--- config.mk ---
export PLATFORM = sky130hd
export DESIGN_NAME = sorted_timeout_wake_queue_unit
export DESIGN_NICKNAME = d
export VERILOG_FILES = /design/src/sv/stwq_pkg.sv /design/src/sv/sorted_timeout_wake_queue_unit.sv /design/src/sv/stwq_cell.sv
export SDC_FILE = /design/constraint.sdc
export NUM_CORES = 2
export LEC_CHECK = 0
export BUFFER_PORTS_ARGS = -buffer_cell sky130_fd_sc_hd__buf_2
export CORE_ASPECT_RATIO = 1.25
export CORE_MARGIN = 5
export CORE_UTILIZATION = 55
export CTS_CLUSTER_SIZE = 14
export DETAILED_ROUTE_END_ITERATION = 10
export MAX_ROUTING_LAYER = met4
export PLACE_DENSITY = 0.71
export SLEW_MARGIN = 10
export SYNTH_ARGS = -nofsm -noshare
export SYNTH_HDL_FRONTEND = slang
export SYNTH_SLANG_ARGS = --single-unit
--- constraint.sdc ---
create_clock -name clk -period 10.95 [get_ports clk]
set_clock_uncertainty 0.05 [all_clocks]
set_input_delay 1.095 -clock clk [delete_from_list [all_inputs] [get_ports clk]]
set_output_delay 1.095 -clock clk [all_outputs]
set_load 0.05 [all_outputs]
--- src/sv/stwq_pkg.sv ---
package stwq_pkg;

	localparam int DEPTH     = 16;
	localparam int TASK_BITS = 8;
	localparam int OCC_W     = $clog2(DEPTH + 1);
	localparam int IDX_W     = $clog2(DEPTH);
	localparam int TIME_W    = 32;
	localparam int TASK_W    = 8;

	// command carried in the input tuser
	localparam logic CMD_TICK  = 1'b0;
	localparam logic CMD_SLEEP = 1'b1;

	// result kinds carried in the output tuser
	localparam logic [1:0] KIND_SLEEP = 2'd0;
	localparam logic [1:0] KIND_WAKE  = 2'd1;
	localparam logic [1:0] KIND_IDLE  = 2'd2;

	typedef struct packed {
		logic [TIME_W-1:0]    wake;
		logic [TASK_BITS-1:0] task_id;
	} entry_t;

	typedef struct packed {
		logic   ins;
		logic   pop;
		entry_t ent;
	} cell_ctl_t;

	typedef enum logic {
		ST_IDLE,
		ST_DRAIN
	} state_t;

endpackage

--- src/sv/sorted_timeout_wake_queue_unit.sv ---
// Sorted timer queue. A row of DEPTH cells holds sleeping task ids in
// ascending wake-time order; every cell compares its own wake time with an
// incoming one, so a sleep word is inserted without a search and, when the
// result word is taken at once, sleep words flow back to back. A tick word
// bumps the tick counter in its accept cycle and then drains due entries from
// the head of the row, one result word per cycle while results are taken,
// so a tick gives max(1, n) result words where n is the number of tasks
// woken; the row shifts left one cell per pop. Wake times are plain
// unsigned 32-bit sums (counter + delay, wrapping) compared without any wrap
// allowance. A sleep arriving with the row full is refused with queue_full.
// Results sit in an output register, and while idle the next input word is
// taken in the same cycle the pending result is taken.
module sorted_timeout_wake_queue_unit import stwq_pkg::*; (
	input  logic        clk,
	input  logic        arst_n,
	input  logic        s_tvalid,
	output logic        s_tready,
	input  logic [39:0] s_tdata,   // [7:0] task_id, [39:8] delay
	input  logic [0:0]  s_tuser,   // [0] cmd
	output logic        m_tvalid,
	input  logic        m_tready,
	output logic [47:0] m_tdata,   // [7:0] woken_task, [39:8] tick_now, [40] queue_full
	output logic [1:0]  m_tuser,   // [1:0] kind
	output logic        m_tlast
);

	state_t            st_q, st_d;
	logic [TIME_W-1:0] counter_q;
	logic [OCC_W-1:0]  occ_q;

	// output register
	logic              m_valid_q;
	logic [1:0]        m_kind_q;
	logic [TASK_W-1:0] m_task_q;
	logic [TIME_W-1:0] m_now_q;
	logic              m_full_q;
	logic              m_last_q;

	logic              out_free, s_acc, is_sleep, is_full;
	logic              out_load, head_due, next_due;
	logic [1:0]        out_kind;
	logic [TASK_W-1:0] out_task;
	logic              out_full, out_last;
	logic              tick_acc;
	cell_ctl_t         ctl;

	entry_t            ent  [DEPTH];
	logic              lt   [DEPTH];
	logic              occ  [DEPTH];

	assign out_free = !m_valid_q || m_tready;
	assign s_acc    = s_tvalid && s_tready;
	assign is_sleep = (s_tuser[0] == CMD_SLEEP);
	assign is_full  = (occ_q == OCC_W'(DEPTH));

	// head of the row against the already incremented counter
	assign head_due = (occ_q != '0) && (ent[0].wake <= counter_q);
	assign next_due = (occ_q > OCC_W'(1)) && (ent[1].wake <= counter_q);

	// ---------------------------------------------------------------------
	// cell row
	// ---------------------------------------------------------------------
	genvar gi;
	generate
		for (gi = 0; gi < DEPTH; gi++) begin : g_cell
			assign occ[gi] = (OCC_W'(gi) < occ_q);
			stwq_cell u_cell (
				.clk      (clk),
				.ctl      (ctl),
				.occupied (occ[gi]),
				.prev_lt  ((gi == 0) ? 1'b1 : lt[(gi == 0) ? 0 : gi - 1]),
				.prev_ent ((gi == 0) ? ctl.ent : ent[(gi == 0) ? 0 : gi - 1]),
				.next_ent ((gi == DEPTH - 1) ? ent[gi] : ent[(gi == DEPTH - 1) ? gi : gi + 1]),
				.ent      (ent[gi]),
				.lt       (lt[gi])
			);
		end
	endgenerate

	// ---------------------------------------------------------------------
	// control
	// ---------------------------------------------------------------------
	always_comb begin
		st_d     = st_q;
		s_tready = 1'b0;
		// new entry: wake = counter + delay, mod 2^32
		ctl.ent.wake    = counter_q + s_tdata[39:8];
		ctl.ent.task_id = s_tdata[TASK_BITS-1:0];
		ctl.ins  = 1'b0;
		ctl.pop  = 1'b0;
		out_load = 1'b0;
		out_kind = KIND_SLEEP;
		out_task = '0;
		out_full = 1'b0;
		out_last = 1'b1;
		tick_acc = 1'b0;
		case (st_q)
			ST_IDLE: begin
				s_tready = out_free;
				if (s_acc) begin
					if (is_sleep) begin
						out_load = 1'b1;
						out_full = is_full;
						ctl.ins  = !is_full;
					end else begin
						tick_acc = 1'b1;
						st_d     = ST_DRAIN;
					end
				end
			end
			ST_DRAIN: begin
				if (out_free) begin
					out_load = 1'b1;
					if (head_due) begin
						// wake one task; last if the next one is not due
						out_kind = KIND_WAKE;
						out_task = TASK_W'(ent[0].task_id);
						out_last = !next_due;
						ctl.pop  = 1'b1;
						if (!next_due) begin
							st_d = ST_IDLE;
						end
					end else begin
						// only reached on the first step: nothing due
						out_kind = KIND_IDLE;
						st_d     = ST_IDLE;
					end
				end
			end
			default: begin
				st_d = ST_IDLE;
			end
		endcase
	end

	always_ff @(posedge clk or negedge arst_n) begin
		if (!arst_n) begin
			st_q      <= ST_IDLE;
			counter_q <= '0;
			occ_q     <= '0;
			m_valid_q <= 1'b0;
		end else begin
			st_q <= st_d;
			if (tick_acc) begin
				counter_q <= counter_q + TIME_W'(1);
			end
			if (ctl.ins) begin
				occ_q <= occ_q + OCC_W'(1);
			end else if (ctl.pop) begin
				occ_q <= occ_q - OCC_W'(1);
			end
			if (out_load) begin
				m_valid_q <= 1'b1;
			end else if (m_tready) begin
				m_valid_q <= 1'b0;
			end
		end
	end

	always_ff @(posedge clk) begin
		if (out_load) begin
			m_kind_q <= out_kind;
			m_task_q <= out_task;
			m_now_q  <= counter_q;
			m_full_q <= out_full;
			m_last_q <= out_last;
		end
	end

	assign m_tvalid = m_valid_q;
	assign m_tuser  = m_kind_q;
	assign m_tlast  = m_last_q;
	assign m_tdata  = {7'd0, m_full_q, m_now_q, m_task_q};

	// ---------------------------------------------------------------------
	// assertions
	// ---------------------------------------------------------------------
	a_occ_bound: assert property (@(posedge clk) disable iff (!arst_n)
		occ_q <= OCC_W'(DEPTH))
		else $error("occupancy beyond row depth");

	a_drain_blocks: assert property (@(posedge clk) disable iff (!arst_n)
		st_q == ST_DRAIN |-> !s_tready)
		else $error("input taken while draining");

	a_full_refuse: assert property (@(posedge clk) disable iff (!arst_n)
		s_acc && is_sleep && is_full |=> occ_q == $past(occ_q))
		else $error("refused sleep changed occupancy");

	a_pop_step: assert property (@(posedge clk) disable iff (!arst_n)
		ctl.pop |=> occ_q == $past(occ_q) - OCC_W'(1))
		else $error("pop did not remove exactly one entry");

	a_wake_nonempty: assert property (@(posedge clk) disable iff (!arst_n)
		ctl.pop |-> occ_q != '0)
		else $error("pop from empty row");

endmodule

--- src/sv/stwq_cell.sv ---
module stwq_cell import stwq_pkg::*; (
	input  logic      clk,
	input  cell_ctl_t ctl,
	input  logic      occupied,
	input  logic      prev_lt,
	input  entry_t    prev_ent,
	input  entry_t    next_ent,
	output entry_t    ent,
	output logic      lt
);

	entry_t ent_q;

	// entries before the insert point all compare lower (sorted row)
	assign lt  = occupied && (ent_q.wake < ctl.ent.wake);
	assign ent = ent_q;

	always_ff @(posedge clk) begin
		if (ctl.ins) begin
			if (!prev_lt) begin
				ent_q <= prev_ent;
			end else if (!lt) begin
				ent_q <= ctl.ent;
			end
		end else if (ctl.pop) begin
			ent_q <= next_ent;
		end
	end

endmodule
==> run summary <==
Result of the run: completed
Ratio of total power to cell area: 259.1 mW/mm^2
Cell Rows: 126
First-pass GRT wire length: 244300 um
DRT antenna net count: 0
Maxcap violations: 0
Final weighted congestion of routability-driven global placement: 0.9266
DIE WIDTH: 285.8 um
Global-route usage over all layers: 0.3111
Register bit count reported by yosys: 723
Wire length on met3: 12340 um
Area growth, synth to finish: 8.160%
Prevailing post-synth register cell: edfxtp_1
Final critical delay including setup and external delays: 8.343 ns
Required time at the worst-slack endpoint: 11.26 ns
Total count of max-transition violations in the final report: 0
Layout net count: 5882
Hold Fails Final Rpt: 0
Later-pin clock latency in the skew report: 0.67 ns
Part of the Yosys area used for sequential elements: 0.4115
Minimum setup slack among reg-to-reg paths: 2.61 ns
Number of antenna violations at the first check in global routing: 2
Detail Route met2 WL: 74740 um
Crit start category: flop
TritonCTS buffer count: 80
# IOs: 98
CTS Hold Buffers Added: 0
Total congestion overflow after global routing: 0
Count of instances resized after the clock tree is built: 0
Post-Route Setup TNS: 0 ns
Via-per-instance ratio: 6.721
Category of the worst setup path capture point: flop
Data arrival time of the critical path: 8.65 ns
Vias in the first global route: 41790
Final worst setup slack: 2.607 ns
Standby leakage power: 22.60 nW
Post-route DRC: 0
Most frequent cells in the layout: edfxtp_1 (684), nand2_1 (566), ha_1 (563), nor2_1 (408), o21ai_0 (379)
Max Buffers Root-to-Sink: 3
TritonCTS clock tree: yes
Top Layer Used: met4
Max Fanout on Critical Path: 38
Critical path start-end classification: flop to flop
Layout filler cell count: 7889
Post-DP HPWL: 119200 um
Cell at the root of the clock tree: clkbuf_16
Worst Tran Pin Value: 1.280 ns
Buffer count from post-CTS setup fixing: 0
Number of vias in the routed layout: 44040
Post-synthesis area per instance: 9.754 sq um
Highest clock frequency the design can meet: 119.9 MHz
Final wirelength: 159200 um
Type of the tightest min-delay check: flop to flop
Share of the cycle needed by the critical path after routing: 0.7619
Register area: 0.02152 sq mm
Clk sinks: 723
Number of warnings printed during yosys synthesis: 0
Share of cells above drive strength 1: 0.08418
Initial DRC Count: 4813
Worst ir drop on vdd: 147.9 uV
Share of flip-flops with an asynchronous set or reset after synthesis: 0.05394
CTS H-tree lvls: 3
Std-Cell Core Area: 0.09443 sq mm
Pin count of the biggest net entering global routing: 226
Length of routed wiring on met1: 62810 um
Full die area: 0.1014 sq mm
Synth cell types: 87
Setup-failing EPs final: 0
I/O Buffers: 90
Setup repair after global routing missed its margin: no
Average detailed-routed wire length per instance: 24.29 um
Number of cells produced by synthesis: 5361
Most common cell after layout, fill and taps aside: edfxtp_1
DRT Pass-1 Iters: 8
Vert. Die Dim: 354.7 um
Number of enable flip-flop cells after synthesis: 684
Multi-input gate area: 0.02913 sq mm
Cell area after synthesis: 0.05229 sq mm
Starting utilization of the core area: 0.5537
Place WS: 2.042 ns
Slew margin rel.: 0.1361
Reg clk slew, reported paths: 0.06 ns
## worst max-delay path, cell delays in order, from the launching register on
cell and delay [ns]:
dfrtp_1 0.36, buf_4 0.18, ha_1 0.22, fa_1 0.43, a21o_1 0.22, a221oi_2 0.43
o31ai_4 0.19, a21o_1 0.26, a311oi_1 0.81, o21ai_0 0.26, a41oi_1 0.30, xnor2_1 0.17
buf_4 0.28, inv_1 0.39, ha_1 0.33, a21o_1 0.16, a21o_1 0.18, a221oi_1 0.43
o21a_1 0.18, buf_4 0.37, nand2_1 0.57, a21oi_1 0.69, a21oi_4 0.16, buf_4 0.31
## cell families after synthesis
group / count (synthesis) / share of synthesized area
and+or+nand+nor: 1612 / 0.1390
AOI/OAI and AO/OA: 1579 / 0.2000
DFF: 723 / 0.4115
adders and majority gates: 581 / 0.1385
buffers and inverters: 501 / 0.04142
muxes: 304 / 0.05913
xor gates and xnor gates: 60 / 0.01034
other: 1 / 0.00007172
## flip-flops by register name, summed over array words and instances (netlist names)
signal,count
occ_q,5
m_tuser,2
m_tlast,1
counter_q,32
m_full_q,1
m_tvalid,1
m_now_q,32
m_task_q,8
g_cell.u_cell.ent,640
st_q,1
## metal layers
layer / track usage / up-vias
met4: 0.1563 / 0
met1: 0.3930 / 21050
met3: 0.03410 / 403
met5: - / -
met2: 0.5000 / 2148
li1: - / 20440
## power by group
part           switching [W]  internal (W)
clock                0.00119       0.00151
sequential          0.000760       0.00425
combinational        0.00450       0.00244
total                0.00645       0.00820
## cells in the mapped netlist, types with 21 or more instances
library cell,n,area [sq um]
a211oi_1,72,540.5
a21o_1,140,1051
a21oi_1,346,1732
a221o_1,31,310.3
a221oi_1,84,735.7
a311oi_1,130,1139
a31oi_1,28,175.2
and3_1,26,162.7
buf_1,21,78.83
buf_2,75,375.4
clkbuf_1,269,1010
dfrtp_1,39,975.9
edfxtp_1,684,20540
ha_1,563,7044
inv_1,96,360.4
mux2_1,36,405.4
mux2i_1,265,2653
nand2_1,569,2136
nand2b_1,38,237.7
nand3_1,76,380.4
nand4_1,61,381.6
nor2_1,410,1539
nor2b_1,39,244.0
nor3_1,291,1456
nor4_1,32,200.2
o211ai_1,35,262.8
o21a_1,31,232.7
o21ai_0,379,1897
o21ai_1,57,285.3
o221ai_1,62,543.0
o22ai_1,49,306.5
xnor2_1,54,473.0
## final cells by class
type                            instances  share of cell area
Multi-Input combinational cell       4143              0.5151
Sequential cell                       723              0.3804
Clock buffer                          107             0.03827
Tap cell                             1216             0.02690
Timing Repair Buffer                  224             0.02619
Inverter                              101            0.006703
Clock inverter                         36            0.006261
Antenna cell                            3           0.0001327
## metrics by stage
step             util  area [sq um]  total power [W]  hold WS [ns]  std cells
2_1_floorplan       -         52310         0.009783        0.4006       5367
3_3_place_gp   0.5721         54030          0.01166        0.4345       6407
3_5_place_dp   0.5721         54030          0.01187        0.4334       6407
4_1_cts        0.5988         56550          0.01458        0.4489       6550
5_1_grt        0.5988         56550          0.01556        0.4691       6551
6_report       0.5989         56560          0.01466        0.4438       6553
## final timing paths
kind | cells past startpoint | endpoint | startpoint
max in group asynchronous | 1 | counter_q[0] | arst_n
worst min-delay path | 0 | m_now_q[30] | counter_q[30]
min in group asynchronous | 1 | occ_q[4] | arst_n
worst max-delay path | 23 | g_cell[8].u_cell.ent[12] | counter_q[0]
worst max register to register | 23 | g_cell[8].u_cell.ent[12] | counter_q[0]
worst min register to register | 0 | m_now_q[30] | counter_q[30]
Note: power is estimated with default switching activity, not from simulation.
